<file path="config.mk">
export PLATFORM = sky130hd
export DESIGN_NAME = quoted_argument_tokenizer_unit
export DESIGN_NICKNAME = d
export VERILOG_FILES = /design/src/hdl/qat_pkg.sv /design/src/hdl/qat_step.sv /design/src/hdl/quoted_argument_tokenizer_unit.sv
export SDC_FILE = /design/constraint.sdc
export NUM_CORES = 1
export LEC_CHECK = 0
export BUFFER_PORTS_ARGS = -buffer_cell sky130_fd_sc_hd__buf_2
export CORE_MARGIN = 2
export CORE_UTILIZATION = 50
export DETAILED_ROUTE_END_ITERATION = 7
export PLACE_DENSITY_LB_ADDON = 0.25
export SLEW_MARGIN = 20
export SYNTH_ARGS = -nofsm -noshare
export SYNTH_HDL_FRONTEND = slang
export SYNTH_SLANG_ARGS = --single-unit
</file>
<file path="constraint.sdc">
create_clock -name clock -period 5.3 [get_ports clock]
set_clock_uncertainty 0.15 [all_clocks]
set_input_delay 1.06 -clock clock [delete_from_list [all_inputs] [get_ports clock]]
set_output_delay 1.06 -clock clock [all_outputs]
set_load 0.05 [all_outputs]
</file>
<file path="src/hdl/qat_pkg.sv">
// ----------------------------------------------------------------------------
// qat_pkg
// Types and constants shared by the quoted argument tokenizer modules.
// ----------------------------------------------------------------------------
package qat_pkg;

   localparam int REQ_TDATA_W = 8;
   localparam int RSP_TDATA_W = 24;

   // Bit positions of the result fields inside rsp_tdata.
   localparam int OUT_BYTE_MSB  = 7;
   localparam int STORE_BIT     = 8;
   localparam int NEW_ARG_BIT   = 9;
   localparam int ARG_END_BIT   = 10;
   localparam int QUOTE_ERR_BIT = 16;
   localparam int ARG_CNT_LSB   = 17;
   localparam int ARG_CNT_MSB   = 20;

   localparam logic [7:0] CH_NUL    = 8'h00;
   localparam logic [7:0] CH_QUOTE  = 8'h22;
   localparam logic [7:0] CH_BSLASH = 8'h5C;
   localparam logic [7:0] CH_TAB    = 8'h09;
   localparam logic [7:0] CH_CR     = 8'h0D;
   localparam logic [7:0] CH_SPACE  = 8'h20;

   typedef enum logic [2:0] {
      MODE_SEEK   = 3'd0,
      MODE_QUOTED = 3'd1,
      MODE_QESC   = 3'd2,
      MODE_PLAIN  = 3'd3,
      MODE_PESC   = 3'd4
   } mode_type;

   typedef struct packed {
      logic [7:0] out_byte;
      logic       store;
      logic       new_arg;
      logic       arg_end;
      logic [3:0] arg_index;
      logic       recorded;
      logic       line_end;
      logic       quote_error;
      logic [3:0] arg_count;
   } rsp_type;

endpackage

</file>
<file path="src/hdl/qat_step.sv">
// ----------------------------------------------------------------------------
// qat_step
// Per-byte tokenizer decision: result fields and next scan state.
// ----------------------------------------------------------------------------
module qat_step #(
   parameter int MAX_ARGS = 16
) (
   input  logic [7:0]                    ch,
   input  qat_pkg::mode_type             mode_ff,
   input  logic [$clog2(MAX_ARGS)-1:0]   args_ff,
   input  logic                          rec_ff,
   output qat_pkg::mode_type             mode_in,
   output logic [$clog2(MAX_ARGS)-1:0]   args_in,
   output logic                          rec_in,
   output qat_pkg::rsp_type              res
);

   localparam int AW = $clog2(MAX_ARGS);
   localparam logic [AW-1:0] LIMIT = AW'(MAX_ARGS - 1);
   localparam logic [AW-1:0] ONE   = AW'(1);

   logic          blank;
   logic          in_arg;
   logic [AW+3:0] idx_w;
   logic [AW+3:0] cnt_w;

   assign blank = (ch inside {[qat_pkg::CH_TAB:qat_pkg::CH_CR], qat_pkg::CH_SPACE});

   always_comb begin
      res     = '0;
      mode_in = mode_ff;
      args_in = args_ff;
      rec_in  = rec_ff;
      in_arg  = 1'b0;
      idx_w   = '0;
      cnt_w   = '0;

      case (mode_ff)
         qat_pkg::MODE_QUOTED, qat_pkg::MODE_QESC: begin
            in_arg = 1'b1;
            if (ch == qat_pkg::CH_NUL) begin
               res.line_end    = 1'b1;
               res.quote_error = 1'b1;
            end else if (mode_ff == qat_pkg::MODE_QESC) begin
               res.out_byte = ch;
               res.store    = 1'b1;
               mode_in      = qat_pkg::MODE_QUOTED;
            end else if (ch == qat_pkg::CH_BSLASH) begin
               mode_in = qat_pkg::MODE_QESC;
            end else if (ch == qat_pkg::CH_QUOTE) begin
               res.store   = 1'b1;
               res.arg_end = 1'b1;
               mode_in     = qat_pkg::MODE_SEEK;
            end else begin
               res.out_byte = ch;
               res.store    = 1'b1;
            end
         end
         qat_pkg::MODE_PLAIN, qat_pkg::MODE_PESC: begin
            in_arg = 1'b1;
            if (ch == qat_pkg::CH_NUL) begin
               res.line_end = 1'b1;
               res.store    = 1'b1;
               res.arg_end  = 1'b1;
            end else if (mode_ff == qat_pkg::MODE_PESC) begin
               res.out_byte = ch;
               res.store    = 1'b1;
               mode_in      = qat_pkg::MODE_PLAIN;
            end else if (ch == qat_pkg::CH_BSLASH) begin
               mode_in = qat_pkg::MODE_PESC;
            end else if (blank) begin
               res.store   = 1'b1;
               res.arg_end = 1'b1;
               mode_in     = qat_pkg::MODE_SEEK;
            end else begin
               res.out_byte = ch;
               res.store    = 1'b1;
            end
         end
         default: begin
            if (ch == qat_pkg::CH_NUL) begin
               res.line_end = 1'b1;
            end else if (!blank) begin
               // First byte of a new argument; it is counted while below the limit.
               res.new_arg = 1'b1;
               idx_w       = (AW+4)'(args_ff);
               if (args_ff < LIMIT) begin
                  rec_in  = 1'b1;
                  args_in = args_ff + ONE;
               end else begin
                  rec_in = 1'b0;
               end
               res.recorded = rec_in;
               if (ch == qat_pkg::CH_QUOTE) begin
                  mode_in = qat_pkg::MODE_QUOTED;
               end else if (ch == qat_pkg::CH_BSLASH) begin
                  mode_in = qat_pkg::MODE_PESC;
               end else begin
                  res.out_byte = ch;
                  res.store    = 1'b1;
                  mode_in      = qat_pkg::MODE_PLAIN;
               end
            end
         end
      endcase

      if (in_arg) begin
         idx_w        = rec_ff ? (AW+4)'(args_ff - ONE) : (AW+4)'(args_ff);
         res.recorded = rec_ff;
      end

      if (res.line_end) begin
         cnt_w   = (AW+4)'(args_ff);
         mode_in = qat_pkg::MODE_SEEK;
         args_in = '0;
         rec_in  = 1'b0;
      end

      res.arg_index = idx_w[3:0];
      res.arg_count = cnt_w[3:0];
   end

endmodule

</file>
<file path="src/hdl/quoted_argument_tokenizer_unit.sv">
// ----------------------------------------------------------------------------
// quoted_argument_tokenizer_unit
// Splits a command line, one byte per beat, into whitespace separated
// arguments with double quotes and backslash escapes.
// ----------------------------------------------------------------------------
//
//   Channel   Dir   Ports                         Beat contents
//   request   in    req_tvalid/tready/tdata       one line byte, 0 ends the line
//   response  out   rsp_tvalid/tready/tdata/tlast one result per byte
//
// One byte is accepted every clock cycle when the response side keeps up.
// An accepted byte waits in the input register until the result register can
// take it; its result beat is then offered on the response channel.
// The scan state (mode, argument count, recorded flag) updates in the cycle
// a byte moves from the input register into the result register.
// Reset empties both registers and returns the scanner to seeking the head
// of an argument. A stalled response holds its beat and backs up the input.
module quoted_argument_tokenizer_unit #(
   parameter int MAX_ARGS = 16
) (
   input  logic                              clock,
   input  logic                              reset,
   input  logic                              req_tvalid,
   output logic                              req_tready,
   // [7:0] ch
   input  logic [qat_pkg::REQ_TDATA_W-1:0]   req_tdata,
   output logic                              rsp_tvalid,
   input  logic                              rsp_tready,
   // [7:0] out_byte, [8] store, [9] new_arg, [10] arg_end, [14:11] arg_index,
   // [15] recorded, [16] quote_error, [20:17] arg_count, [23:21] zero
   output logic [qat_pkg::RSP_TDATA_W-1:0]   rsp_tdata,
   // line_end: the line ends with this byte
   output logic                              rsp_tlast
);

   localparam int AW = $clog2(MAX_ARGS);

   // Input register.
   logic                 in_valid_ff;
   logic [7:0]           ch_ff;

   // Result register.
   logic                 rsp_valid_ff;
   qat_pkg::rsp_type     rsp_ff;

   // Scan state and its next values.
   qat_pkg::mode_type    mode_ff;
   qat_pkg::mode_type    mode_in;
   logic [AW-1:0]        args_ff;
   logic [AW-1:0]        args_in;
   logic                 rec_ff;
   logic                 rec_in;

   qat_pkg::rsp_type     res;
   logic                 advance;
   logic                 fire;

   // The result register can take a new beat when it is empty or draining.
   assign advance    = !rsp_valid_ff || rsp_tready;
   // A byte is processed when it sits in the input register and can move on.
   assign fire       = in_valid_ff && advance;
   assign req_tready = !in_valid_ff || advance;

   qat_step #(
      .MAX_ARGS (MAX_ARGS)
   ) u_step (
      .ch      (ch_ff),
      .mode_ff (mode_ff),
      .args_ff (args_ff),
      .rec_ff  (rec_ff),
      .mode_in (mode_in),
      .args_in (args_in),
      .rec_in  (rec_in),
      .res     (res)
   );

   always_ff @(posedge clock) begin
      if (reset) begin
         in_valid_ff  <= 1'b0;
         rsp_valid_ff <= 1'b0;
         mode_ff      <= qat_pkg::MODE_SEEK;
         args_ff      <= '0;
         rec_ff       <= 1'b0;
      end else begin
         if (req_tready) begin
            in_valid_ff <= req_tvalid;
         end
         if (advance) begin
            rsp_valid_ff <= in_valid_ff;
         end
         if (fire) begin
            mode_ff <= mode_in;
            args_ff <= args_in;
            rec_ff  <= rec_in;
         end
      end
   end

   // Payload registers carry no reset; the valid flags above guard them.
   always_ff @(posedge clock) begin
      if (req_tvalid && req_tready) begin
         ch_ff <= req_tdata[7:0];
      end
      if (fire) begin
         rsp_ff <= res;
      end
   end

   assign rsp_tvalid = rsp_valid_ff;
   assign rsp_tlast  = rsp_ff.line_end;
   assign rsp_tdata  = {3'b000, rsp_ff.arg_count, rsp_ff.quote_error, rsp_ff.recorded,
                        rsp_ff.arg_index, rsp_ff.arg_end, rsp_ff.new_arg, rsp_ff.store,
                        rsp_ff.out_byte};

endmodule

</file>
# Word level (Yosys, flattened, before mapping)
# Index checks and enable logic that the tools add are counted.
# W data, S select, Z words.
# word_totals
ff_bits	40
input_bits	12
out_inout_bits	27
wordCells	110
# classes
add_sub_neg	2
n_lt_le_gt_ge	3
n_eq_ne	13
mux	60
reduce_logical	17
# ops
operator	n
$mux W9	7
$mux W4	10
$mux W3	13
$mux W8	3
$mux W1	21
$mux W10	2
$pmux W9 S2	1
$eq A8 B6 Y1 const B	2
$ne A5 B2 Y1 const B	2
$reduce_and A5 Y1	2
$eq A8 B7 Y1 const B	1
$ge A8 B4 Y1 const B	1
$le A8 B4 Y1 const B	1
$logic_not A8 Y1	1
$eq A3 B2 Y1 const B	2
$pmux W3 S2	1
$reduce_or A5 Y1	1
$add A4 B1 Y4 const B	1
$lt A4 B4 Y1 const B	1
$ne A2 B2 Y1 const B	2
$ne A4 B4 Y1 const B	1
$reduce_and A4 Y1	1
$reduce_bool A2 Y1	2
$reduce_or A2 Y1	2
other kinds (10)	14

# Longest topological paths before layout
# Gate-level depths: netlist of the first run.
# depth
ltp_word	9
ltp_mapped	7
ltp_nobuf	6

# Modules after synthesis
# A second synthesis of the first run with hierarchy kept.
# unflattened
cells_unflattened	218
area_unflattened_um2	2277.2
# modules_own_cells
mod	n_inst	cells_each	area_each_um2	seq_area_each_um2
quoted_argument_tokenizer_unit	1	78	1370.1	1101.1
qat_step	1	140	907.1	0.0

# Least setup slack after synthesis of the first run
# Ideal clock, no wire load.
# synth_path
path_type	input to output
startpoint	input port rsp_tready
endpoint	output port req_tready
arrival_time_ps	1627
t_required_ps	4090
slack_ps	2463
path_stages	2
path_buffers	0
path_cell_list	and2b_2 > nand2_1
# synth_via
elab_chain_len	2
# synth_rtl
item	line_no	text
start, declared	quoted_argument_tokenizer_unit.sv:28	input logic rsp_tready,
$logic_or A1 B1 Y1	quoted_argument_tokenizer_unit.sv:59	assign advance = !rsp_valid_ff || rsp_tready;
$logic_or A1 B1 Y1	quoted_argument_tokenizer_unit.sv:62	assign req_tready = !in_valid_ff || advance;
end, declared	quoted_argument_tokenizer_unit.sv:24	output logic req_tready,
# Every way passes these cells.

# Final worst setup path of the first run
# Ends and elaborated chain as after synthesis.

==> results of run 1 <==
power by group:
group          total, uW  switching [uW]  internal (uW)  leakage [uW]
clock network        191             102           89.3     0.0000453
logic                133            93.5           39.4      0.000487
registers            374            16.5            358      0.000366
final timing paths:
path	cells past startpoint	slack [ps]	start	endpoint
setup / recovery	4	2410	rsp_tready	req_tready
hold / removal	0	360	ch_ff[7]	rsp_tdata[7]
hold reg to reg	0	360	ch_ff[7]	rsp_tdata[7]
setup reg to reg	5	2700	ch_ff[4]	mode_ff[1]
sequential cells by signal, indices dropped and copies added, names as in the netlist:
signal,flops
ch_ff,8
rsp_tlast,1
rsp_tvalid,1
in_valid_ff,1
rsp_tdata,21
rec_ff,1
mode_ff,3
args_ff,4
per-layer routing:
metal / routed length, um / up-vias / global-route usage [%]
met1: 1900 / 783 / 26.9
met4: 76 / 0 / 7.26
met2: 1950 / 65 / 25.6
met5: 0 / - / 0
met3: 317 / 7 / 4.91
li1: - / 835 / -
cell families after synthesis:
logic type	share of synthesized area, %
buffers and inverters	6.67
AO/OA/AOI/OAI	18.7
adder cells (fa/ha/maj)	1.14
flip-flops	50.1
other	0.171
AND/OR/NAND/NOR	21.4
XOR/XNOR	0.399
multiplexers	1.37
cell usage in the layout, fill, tap and decap left out, types with 2 or more instances in the layout:
| cell type | n |
|---|---|
| a211oi_1 | 2 |
| a21oi_1 | 8 |
| a32oi_1 | 2 |
| and2_1 | 6 |
| buf_2 | 35 |
| clkbuf_8 | 5 |
| clkinv_2 | 2 |
| conb_1 | 3 |
| dfxtp_1 | 10 |
| edfxtp_1 | 30 |
| ha_1 | 2 |
| inv_1 | 8 |
| mux2i_1 | 3 |
| nand2_1 | 20 |
| nand2b_1 | 3 |
| nand3_1 | 9 |
| nand3b_1 | 2 |
| nor2_1 | 12 |
| nor2b_1 | 3 |
| nor3_1 | 4 |
| nor3_4 | 2 |
| nor4_1 | 4 |
| o211ai_1 | 3 |
| o21ai_0 | 17 |
| o21ai_1 | 4 |
| o31a_1 | 2 |
| o41ai_1 | 2 |
| or3_1 | 5 |
| or3_4 | 2 |
final cells by class:
type | count | area share [%]
clock buffer | 5 | 2.86
clock inverter | 3 | 0.571
inverter | 8 | 1.25
multi-input combinational | 148 | 39.7
sequential | 40 | 45.7
tap | 52 | 2.70
timing repair buffer | 35 | 7.27
per-stage QoR:
step / power (uW) / util [%] / setup slack [ps] / cells
CTS: 701 / 56.1 / 2400 / 291
detailed placement: 513 / 54.2 / 2150 / 283
global placement: 511 / 54.2 / 2220 / 283
floorplan: 490 / - / 2460 / 211
finish: 698 / 56.1 / 2410 / 291
global route: 728 / 56.1 / 2310 / 291
==> impl_metrics.toml, run 1 <==
[outcome]
status = "finished, final reports clean"

[grt]
grt_overflow = 0
grt_use_total_pct = 18.3
grt_pass1_vias = 1462
antenna_found_initial = 0
grt_pass1_wl_um = 7090
grt_max_degree = 26

[setup_path]
worstSetupPathType = "primary input to output pin"
crit_path_frequent_cell = "buf_2"
cp_slowest_cell = "buf_2"
crit_required_ps = 4090
path_delay_family = "buffers and inverters"
cp.buffers_inverters = 2
endpoint_kind = "output pin"
path_max_fanout = 4
cp_cell_sequence = "buf_2, and2b_2, nand2_1, buf_2"
cp.arrival_ps = 1680
slowest_delay_ps = 250
worst_setup_path_start_kind = "primary input"

[clocking]
clk_pin_slew_ps = 70
clock-sinks = 40
root_buffer = "clkbuf_8"
worstSkewPairLatency_ps = 290
cts_tree = "built"
cts.htree.levels = 2
cts-hold-fix-buffers = 0
post_cts_resized = 0
postCtsSetupRepairBufs = 0
cts_buffer_depth = 2
numCtsBuffers = 5

[timing]
post-route-period-util_pct = 54.6
finalHoldWorstSlack_ps = 358
post-route-min-period_ps = 2890
totalNegativeSetupSlack_ps = 0
tightest_slew_ps = 944
drv_slew = 0
hold_viol_final = 0
rsz0062_at_grt = "no"
setup_violations = 0
slew_headroom_pct = 37.0
fmax_mhz = 346

[route]
drt.antenna.violating_nets = 0
drt-total-wl_um = 4250
drt_iter0_markers = 149
vias_per_cell = 5.81
drtPass1Iterations = 4
routedWlPerCell_um = 14.6
num_vias = 1690
drc = 0

[power_and_ir_drop]
powerDensity_nw_per_um2 = 290
peakVddDrop_uv = 180
p_leak_uw = 0.000899

[placement]
io_buffers = 35
placed_area_um2 = 2330
dpl.hpwl_um = 2990
gp_congestion = 0.901

[finish]
num-fill-cells = 372
drive_above_1_share_pct = 22.6
antenna-diode-count = 0
regArea_um2 = 1100
layout.nets = 252
area_growth_pct = 9.74
final_cell_area_um2 = 2410
multi_input_area_um2 = 956

[yosys]
netlist.top_cell.by_area = "edfxtp_1"
synthDominantCellAreaShare_pct = 41.0
post-synth-top-count-cell = "edfxtp_1"
synth.yosys.seq_area_share_pct = 50.1
synth_seq_cells = 40
synth_edf_count = 30
netlist_instances = 209
netlist_top_cells_area = "edfxtp_1 (41%), dfxtp_1 (9.1%), o21ai_0 (3.9%), nand2_1 (3.4%), nand3_1 (2.1%)"
synth_area_per_cell_um2 = 10.5
ys_top_cells_by_count = "edfxtp_1 (30), nand2_1 (20), o21ai_0 (17)"
synth_ff_type = "edfxtp_1"
syn_area_um2 = 2200
async_flop_share_pct = 0
ys.warnings.count = 0
synth.distinct_cells = 59

[floorplanning]
dieWidth_um = 70.3
io_pins = 39
rows = 24
fp.dieH_um = 70.3
dieArea_um2 = 4940
coreArea_um2 = 4290
initial_core_util_pct = 51.1

[hold_path]
min_path_type = "flop to flop"

[run]
maxCapViolations = 0
Note: power is estimated with default switching activity, not from simulation.
==> run 2: changes to the inputs <==
Clock period 5.3 ns to 2.9 ns, I/O delays scaled along.
==> impl_metrics.toml, run 2 (synthesis results as in run 1) <==
[clocking]
clock-sinks = 40
numCtsBuffers = 5
cts.htree.levels = 2
cts_buffer_depth = 2
worstSkewPairLatency_ps = 290
post_cts_resized = 0
cts_tree = "built"
postCtsSetupRepairBufs = 0
cts-hold-fix-buffers = 0
clk_pin_slew_ps = 70
root_buffer = "clkbuf_8"

[setup_path]
slowest_delay_ps = 710
worst_setup_path_start_kind = "flop"
cp_slowest_cell = "or4_1"
worstSetupPathType = "flop to flop"
cp.buffers_inverters = 0
path_delay_family = "simple AND/OR/NAND/NOR gates"
crit_required_ps = 2790
cp.arrival_ps = 2400
path_max_fanout = 10
cp_cell_sequence = "or4_1, nor3_4, o21ai_0, nand2_1, o21ai_1"
endpoint_kind = "flop"

[timing]
drv_slew = 0
tightest_slew_ps = 545
fmax_mhz = 399
slew_headroom_pct = 63.5
totalNegativeSetupSlack_ps = 0
post-route-min-period_ps = 2510
rsz0062_at_grt = "no"
setup_violations = 0
hold_viol_final = 0
post-route-period-util_pct = 86.5
layout_setup_ws_ps = 393

[route]
routedLengthMet1_um = 1980
drt.antenna.violating_nets = 0
drtPass1Iterations = 4
drt-total-wl_um = 4340
drt_iter0_markers = 139
vias_per_cell = 5.83
top_layer = "met4"
num_vias = 1715
routed-wl-met3_um = 363
dr_wl_met2_um = 1910
routedWlPerCell_um = 14.8
drc = 0

[placement]
dpl.hpwl_um = 3150
gp_congestion = 0.894
io_buffers = 35
pre_cts_slack_ps = 431

[grt]
grt_overflow = 0
antenna_found_initial = 0
grt_pass1_wl_um = 7470
grt_max_degree = 20
grt_pass1_vias = 1543
grt_use_total_pct = 19.2

[floorplanning]
io_pins = 39
dieArea_um2 = 4940
coreArea_um2 = 4290
rows = 24
initial_core_util_pct = 51.1
dieWidth_um = 70.3
fp.dieH_um = 70.3

[hold_path]
min_path_type = "primary input to flop"

[power_and_ir_drop]
p_leak_uw = 0.000925
powerDensity_nw_per_um2 = 558
peakVddDrop_uv = 349

[finish]
layout.nets = 255
largest_register_ff_count = 21
layout_commonest_cell = "buf_2"
num-fill-cells = 377
regArea_um2 = 1100
drive_above_1_share_pct = 23.6
multi_input_area_um2 = 956
final_cell_mix = "buf_2 (35), edfxtp_1 (30), nand2_1 (20)"
area_growth_pct = 11.9
antenna-diode-count = 0

[run]
maxCapViolations = 0

[outcome]
status = "finished, final reports clean"
-- run 2: cell types whose count changed in the layout (fill, tap and decap cells not counted) --
cell and delta:
clkbuf_1 +1, clkinv_1 -1, buf_4 +3, clkinv_2 -1
bufinv_16 +1
-- run 2: stage by stage --
stage | util [%] | instances | hold WS (ps) | cell area (um^2) | total power, uW
4_1_cts | 57.2 | 294 | 304 | 2460 | 1380
3_3_place_gp | 54.7 | 286 | 327 | 2350 | 936
6_report | 57.2 | 294 | 306 | 2460 | 1370
5_1_grt | 57.2 | 294 | 296 | 2460 | 1430
2_1_floorplan | - | 211 | 333 | 2200 | 896
3_5_place_dp | 54.7 | 286 | 337 | 2350 | 939
-- run 2: worst paths after layout --
check                           slack [ps]            to  cells after the start         start
worst max-delay path                   390  rsp_tdata[4]                      5      ch_ff[3]
worst min-delay path                   310      ch_ff[6]                      1  req_tdata[6]
worst max register to register         390  rsp_tdata[4]                      5      ch_ff[3]
worst min register to register         370  rsp_tdata[7]                      0      ch_ff[7]
-- run 2: layout make-up --
type | count | share of cell area [%]
clock inverters | 2 | 1.43
clock buffers | 6 | 2.95
repair buffers | 38 | 8.04
inverters | 8 | 1.22
flip-flops and latches | 40 | 44.8
well taps | 52 | 2.65
multi-input cells | 148 | 38.9
-- run 2: report_power, final --
group          internal [uW]  switching, uW  total (uW)  leakage (uW)
Sequential               653           29.9         683      0.000366
Clock                    255            189         444     0.0000552
Combinational           73.7            171         244      0.000503
-- run 2: metal layers --
layer  vias to the layer above  GRT usage (%)
li1                        846              -
met1                       782           27.2
met2                        75           27.4
met3                        12           5.63
met4                         0           7.91
met5                         -              0
